==> config.mk <==
export PLATFORM = sky130hd
export DESIGN_NAME = nfht_tokenizer
export DESIGN_NICKNAME = d
export VERILOG_FILES = /design/src/rtl/nfht_pkg.sv /design/src/rtl/nfht_tokenizer.sv
export SDC_FILE = /design/constraint.sdc
export NUM_CORES = 1
export LEC_CHECK = 0
export ABC_AREA = 1
export BUFFER_PORTS_ARGS = -buffer_cell sky130_fd_sc_hd__buf_2
export CAP_MARGIN = 20
export CORE_MARGIN = 2
export CORE_UTILIZATION = 55
export CTS_BUF_LIST = sky130_fd_sc_hd__clkbuf_8
export CTS_CLUSTER_DIAMETER = 120
export DETAILED_ROUTE_END_ITERATION = 8
export GPL_TIMING_DRIVEN = 0
export PLACE_DENSITY_LB_ADDON = 0.2
export SLEW_MARGIN = 20
export SYNTH_ARGS = -nofsm -noshare
export SYNTH_HDL_FRONTEND = slang
export SYNTH_SLANG_ARGS = --single-unit
export TNS_END_PERCENT = 1
==> constraint.sdc <==
create_clock -name clk -period 8.05 [get_ports clk]
set_input_delay 0.4025 -clock clk [delete_from_list [all_inputs] [get_ports clk]]
set_output_delay 0.4025 -clock clk [all_outputs]
set_load 0.05 [all_outputs]
==> src/rtl/nfht_pkg.sv <==
`timescale 1ns / 1ps
// ----------------------------------------------------------------------------
// nfht_pkg
// Shared types and constants of the namespaced feature hash tokenizer.
// ----------------------------------------------------------------------------
package nfht_pkg;

	localparam int TABLE_BITS = 18;
	localparam int WORD_BITS  = 5;
	localparam int WORD_W     = 1 << WORD_BITS;
	localparam int ROW_BITS   = TABLE_BITS - WORD_BITS;
	localparam int ROWS       = 1 << ROW_BITS;
	localparam int CFG_W      = 5;

	localparam logic [TABLE_BITS-1:0] HASH_SEED = TABLE_BITS'(17);
	localparam logic [CFG_W-1:0]      BITS_MAX  = CFG_W'(TABLE_BITS);
	localparam logic [CFG_W-1:0]      BITS_RST  = CFG_W'(18);

	localparam logic [7:0] CH_SPACE = 8'h20;
	localparam logic [7:0] CH_BAR   = 8'h7C;
	localparam logic [7:0] CH_PLUS  = 8'h2B;
	localparam logic [7:0] CH_ZERO  = 8'h30;
	localparam logic [7:0] CH_ONE   = 8'h31;
	localparam logic [7:0] CH_NINE  = 8'h39;
	localparam logic [7:0] CH_TAB   = 8'h09;
	localparam logic [7:0] CH_CR    = 8'h0D;

	typedef struct packed {
		logic [7:0] text_byte;
		logic       line_last;
	} nfht_in_t;

	typedef struct packed {
		logic                  feature_valid;
		logic [TABLE_BITS-1:0] feature_index;
		logic                  index_was_new;
		logic                  line_done;
		logic                  label_value;
	} nfht_out_t;

	// request from the tokenizer to the presence map
	typedef struct packed {
		logic                  feat;
		logic [TABLE_BITS-1:0] idx;
		logic                  line_done;
		logic                  label;
	} nfht_req_t;

endpackage

==> src/rtl/nfht_tokenizer.sv <==
`timescale 1ns / 1ps
// ----------------------------------------------------------------------------
// nfht_tokenizer
// Per-byte token scanner: label decode, namespace seed and rolling hash.
// ----------------------------------------------------------------------------
module nfht_tokenizer import nfht_pkg::*; (
	input  logic             clk,
	input  logic             arst_n,
	input  logic             cfg_valid,
	input  logic [CFG_W-1:0] cfg_data,
	input  logic             step,
	input  nfht_in_t         in_data,
	output logic             req_valid,
	output nfht_req_t        req
);

	typedef enum logic [4:0] {
		LD_NONE       = 5'b00001,
		LD_WANT_ONE   = 5'b00010,
		LD_ONE_SO_FAR = 5'b00100,
		LD_ONE        = 5'b01000,
		LD_ZERO       = 5'b10000
	} ld_state_t;

	logic [CFG_W-1:0]      index_bits_q;
	logic [TABLE_BITS-1:0] seed_q;
	logic [TABLE_BITS-1:0] hash_q;
	logic                  inside_q;
	logic                  ns_q;
	logic                  pend_q;
	logic [1:0]            pos_q;
	ld_state_t             ld_q;

	ld_state_t             ld_d;
	logic [7:0]            b;
	logic                  is_sp;
	logic                  is_bar;
	logic                  ws;
	logic                  dig;
	logic [TABLE_BITS-1:0] base;
	logic [TABLE_BITS-1:0] new_hash;
	logic [TABLE_BITS-1:0] fin_hash;
	logic                  fin_inside;
	logic                  fin_ns;
	logic                  finish;
	logic                  emit;
	logic [CFG_W-1:0]      bits_sat;
	logic [TABLE_BITS-1:0] mask;

	always_comb begin
		b      = in_data.text_byte;
		is_sp  = (b == CH_SPACE);
		is_bar = (b == CH_BAR);
		ws     = is_sp || (b >= CH_TAB && b <= CH_CR);
		dig    = (b >= CH_ZERO && b <= CH_NINE);
	end

	// label decode over the first two bytes
	always_comb begin
		ld_d = ld_q;
		case (pos_q)
			2'd0: begin
				if (ws || b == CH_PLUS || b == CH_ZERO)
					ld_d = LD_WANT_ONE;
				else if (b == CH_ONE)
					ld_d = LD_ONE_SO_FAR;
				else
					ld_d = LD_ZERO;
			end
			2'd1: begin
				case (ld_q)
					LD_WANT_ONE:   ld_d = (b == CH_ONE) ? LD_ONE : LD_ZERO;
					LD_ONE_SO_FAR: ld_d = dig ? LD_ZERO : LD_ONE;
					default:       ld_d = LD_ZERO;
				endcase
			end
			default: ld_d = ld_q;
		endcase
	end

	// h*31 + signed byte, modulo the table width
	always_comb begin
		if (inside_q)
			base = hash_q;
		else if (is_bar)
			base = HASH_SEED;
		else
			base = seed_q;
		new_hash = (base << 5) - base + {{(TABLE_BITS-8){b[7]}}, b};
	end

	always_comb begin
		bits_sat = (index_bits_q > BITS_MAX) ? BITS_MAX : index_bits_q;
		for (int i = 0; i < TABLE_BITS; i++)
			mask[i] = (CFG_W'(i) < bits_sat);
	end

	always_comb begin
		fin_hash   = is_sp ? hash_q : new_hash;
		fin_inside = is_sp ? inside_q : 1'b1;
		fin_ns     = (is_sp || inside_q) ? ns_q : is_bar;
		finish     = is_sp || in_data.line_last;
		emit       = finish && fin_inside && !fin_ns && !pend_q;

		req_valid     = step && (emit || in_data.line_last);
		req.feat      = emit;
		req.idx       = emit ? (fin_hash & mask) : '0;
		req.line_done = in_data.line_last;
		req.label     = in_data.line_last && (ld_d == LD_ONE || ld_d == LD_ONE_SO_FAR);
	end

	always_ff @(posedge clk or negedge arst_n) begin
		if (!arst_n) begin
			index_bits_q <= BITS_RST;
		end else if (cfg_valid) begin
			index_bits_q <= cfg_data;
		end
	end

	always_ff @(posedge clk or negedge arst_n) begin
		if (!arst_n) begin
			seed_q   <= HASH_SEED;
			hash_q   <= HASH_SEED;
			inside_q <= 1'b0;
			ns_q     <= 1'b0;
			pend_q   <= 1'b1;
			pos_q    <= 2'd0;
			ld_q     <= LD_NONE;
		end else if (step) begin
			if (in_data.line_last) begin
				seed_q   <= HASH_SEED;
				hash_q   <= HASH_SEED;
				inside_q <= 1'b0;
				ns_q     <= 1'b0;
				pend_q   <= 1'b1;
				pos_q    <= 2'd0;
				ld_q     <= LD_NONE;
			end else begin
				ld_q <= ld_d;
				if (pos_q != 2'd2)
					pos_q <= pos_q + 2'd1;
				if (is_sp) begin
					inside_q <= 1'b0;
					ns_q     <= 1'b0;
					if (inside_q && ns_q)
						seed_q <= hash_q;
					if (inside_q && !ns_q)
						pend_q <= 1'b0;
				end else begin
					hash_q   <= new_hash;
					inside_q <= 1'b1;
					if (!inside_q) begin
						ns_q <= is_bar;
						if (is_bar)
							seed_q <= HASH_SEED;
					end
				end
			end
		end
	end

endmodule

==> results.cfg <==
[global_routing]
grt_pass1_vias = 4610
busiest_layer = met2
use_met1_pct = 41.8
use_met2_pct = 52.3
track_usage_pct = 32.4
antenna_found_initial = 0
grt_pass1_wl_um = 22100
grtUsageMet3_pct = 4.98
grt_max_degree = 52
grt-ovfl-total = 0

[critical_path]
worstSetupEndpointType = output port
critPathSlowestCell = fa_1
cp.arrival_ps = 4840
start_kind = input port
worstSetupPathType = in2out
reg2regPathDepth = 14
cp.required_ps = 7650
crit_chain = buf_2 -> inv_1 -> nand2_1 -> nor2_1 -> nand2_1 -> clkinv_1 -> clkbuf_1 -> o21ai_0 -> o21ai_0 -> ha_1 -> ha_1 -> inv_1 -> fa_1 -> nand3b_1 -> nand2_1 -> a21oi_1 -> o21bai_1 -> a21oi_1 -> o21ai_0 -> nand3_1 -> nor2_1 -> buf_2
crit_path_max_fanout = 10
slowest_delay_ps = 400

[detailed_routing]
dr.pass1.iters = 7
drtAntennaViolNets = 0
avgViaCountPerCell = 5.96
drc = 0
dr_total_vias = 4747
drt-total-wl_um = 13700
drtIter0Drc = 460
post_drt_wl_per_cell_um = 17.2

[timing]
finalMaxSlewViolations = 0
rsz0062_at_grt = false
fin_skew_ps = 9.37
hold_viol_final = 0
finalSetupViolCount = 0
fin_setup_tns_ps = 0
post-route-period-util_pct = 65.1
slew_headroom_pct = 55.6
max_slew.worst_pin.slew_ps = 666
min_period_ps = 5240
max_freq_mhz = 191

[clocking]
clkLatencyLatePin_ps = 320
root_buffer = clkbuf_8
cts-resized-gates = 0
post_cts_buffers = 0
cts.hold.buffers_added = 0
htreeDepth = 2
clk_path_buf_depth = 2
clock_sinks = 51
clk_pin_slew_ps = 100
cts_tree = yes
cts_buffers = 5

[synthesis]
synth_cell_types = 45
seq_area_frac_synth_pct = 28.8
netlist_instances = 648
synth_area_mm2 = 0.00447
synth.avg_cell_area_um2 = 6.90
synth_nets = 703
ys_warn_count = 0
synth_seq_cells = 51

[worst_hold_path]
hold_class = in2async

[pwr]
clockPowerShare_pct = 12.8
seq_power_share_pct = 26.5
finalPower_mw = 1.28
switching_share_pct = 49.9
pwr-share-comb_pct = 60.7
p_switching_uw = 639
pwr_density_cell_mw_per_mm2 = 262
peakVddDrop_uv = 96.1
p_int_uw = 642
leakagePower_nw = 2.49

[final_layout]
area_growth_pct = 9.44
drive_above_1_share_pct = 11.7
nNetsFinal = 748
finalInstanceArea_mm2 = 0.00489

[floorplanning]
io_pins = 40
die_h_um = 94.1
dieArea_mm2 = 0.00886
rows = 32
die_w_um = 94.1
coreArea_mm2 = 0.00781
start_util_pct = 57.2

[place]
post_dp_cell_area_mm2 = 0.00479
io_buffers = 38
dp_hpwl_um = 10800
gp_congestion = 0.983

[outcome]
status = finished, final reports clean

[run]
maxCapViolCount = 0
power groups by stage:
stage                     Clock, mW  Combinational [mW]  Sequential, mW
after global placement            0               0.742           0.340
final                         0.164               0.777           0.339
after global routing          0.174               0.873           0.343
after floorplan                   0               0.578           0.332
after CTS                     0.163               0.766           0.337
after detailed placement          0               0.761           0.342
path summary, 6_finish.rpt:
kind                                       from                     endpoint  slack (ps)
max in group asynchronous                arst_n        hash_q[3]$_DFFE_PN0P_        7500
hold / removal                           arst_n       seed_q[13]$_DFFE_PN0P_         100
min in group clk                    cfg_data[2]  index_bits_q[2]$_DFFE_PN0P_         290
setup / recovery                     in_data[8]                      req[13]        2810
hold reg to reg              pend_q$_DFFE_PN1P_           pend_q$_DFFE_PN1P_         510
setup reg to reg           inside_q$_DFFE_PN0P_        hash_q[8]$_DFFE_PN0P_        4230
placed cells by master (no fill, tap or decap), drive strengths merged, types with 13 or more instances in the layout:
cell type    n
clkbuf      19
a21oi       25
buf         47
nor3        16
fa          13
inv        104
nand2      143
nand3       40
o21ai       88
nor2        57
dfrtp       43
ha          24
critical path, delay by kind of cell:
kind | cells | cell delay [ps]
AO/OA/AOI/OAI | 6 | 1020
adder cells (fa/ha/maj) | 3 | 950
buffers and inverters | 6 | 1490
AND/OR/NAND/NOR | 7 | 980
cells by family (layout without fill, tap and decap cells):
group,after synthesis,after routing,share of synthesized area [%]
compound gates,147,147,18.6
xor+xnor,8,8,1.57
fa+ha+maj,37,37,12.5
buf+inv,128,174,11.3
flops,51,51,28.8
other cells,0,1,0
simple gates,277,277,27.2
layout make-up:
type                    count  area [um^2]
clock buffers               6         82.6
flip-flops and latches     51         1290
diodes                      1         2.50
fillers                   751         2920
plain buffers              22          106
clock inverters             2         16.3
inverters                 106          398
well taps                 102          128
multi-input cells         469         2680
repair buffers             38          193
per-layer routing:
layer  share of wire [%]  vias to the layer above
met3                 7.0                       64
met2                  47                      238
met4                 4.9                        0
li1                    -                     2212
met1                  41                     2233
met5                   0                        -
state kept, by name, summed over array words and instances (netlist names):
| name | flops |
|---|---|
| hash_q | 18 |
| seed_q | 18 |
| index_bits_q | 5 |
| ld_q | 5 |
| pos_q | 2 |
| inside_q | 1 |
| ns_q | 1 |
| pend_q | 1 |
metrics by stage:
| stage | hold WS, ps | setup slack [ps] | cells | utilization, % |
|---|---|---|---|---|
| 2_1_floorplan | 107 | 3510 | 648 | - |
| 3_3_place_gp | 475 | 3030 | 788 | 61.3 |
| 3_5_place_dp | 479 | 2970 | 788 | 61.3 |
| 4_1_cts | 137 | 2890 | 796 | 62.6 |
| 5_1_grt | 162 | 2450 | 796 | 62.6 |
| 6_report | 99.7 | 2810 | 797 | 62.6 |
synthesized netlist by cell type, drive strengths merged:
| cell type | n | area (um^2) |
|---|---|---|
| a211oi | 3 | 22.5 |
| a21o | 4 | 30.0 |
| a21oi | 25 | 125 |
| a22oi | 2 | 15.0 |
| a31oi | 3 | 33.8 |
| and2 | 1 | 6.26 |
| and3 | 1 | 6.26 |
| buf | 9 | 56.3 |
| clkbuf | 13 | 50.0 |
| clkinv | 2 | 7.51 |
| dfrtp | 43 | 1080 |
| dfstp | 8 | 210 |
| fa | 13 | 260 |
| ha | 24 | 300 |
| inv | 104 | 390 |
| nand2 | 143 | 552 |
| nand3 | 40 | 200 |
| nand3b | 4 | 30.0 |
| nand4 | 9 | 56.3 |
| nor2 | 57 | 234 |
| nor3 | 16 | 95.1 |
| nor4 | 3 | 18.8 |
| o2111ai | 1 | 8.76 |
| o211ai | 5 | 37.5 |
| o21a | 3 | 22.5 |
| o21ai | 88 | 444 |
| o21bai | 2 | 15.0 |
| o221ai | 1 | 8.76 |
| o22ai | 7 | 43.8 |
| o31ai | 3 | 22.5 |
| or2 | 3 | 18.8 |
| xnor2 | 4 | 35.0 |
| xor2 | 4 | 35.0 |
(Power assumes the default switching activity.)
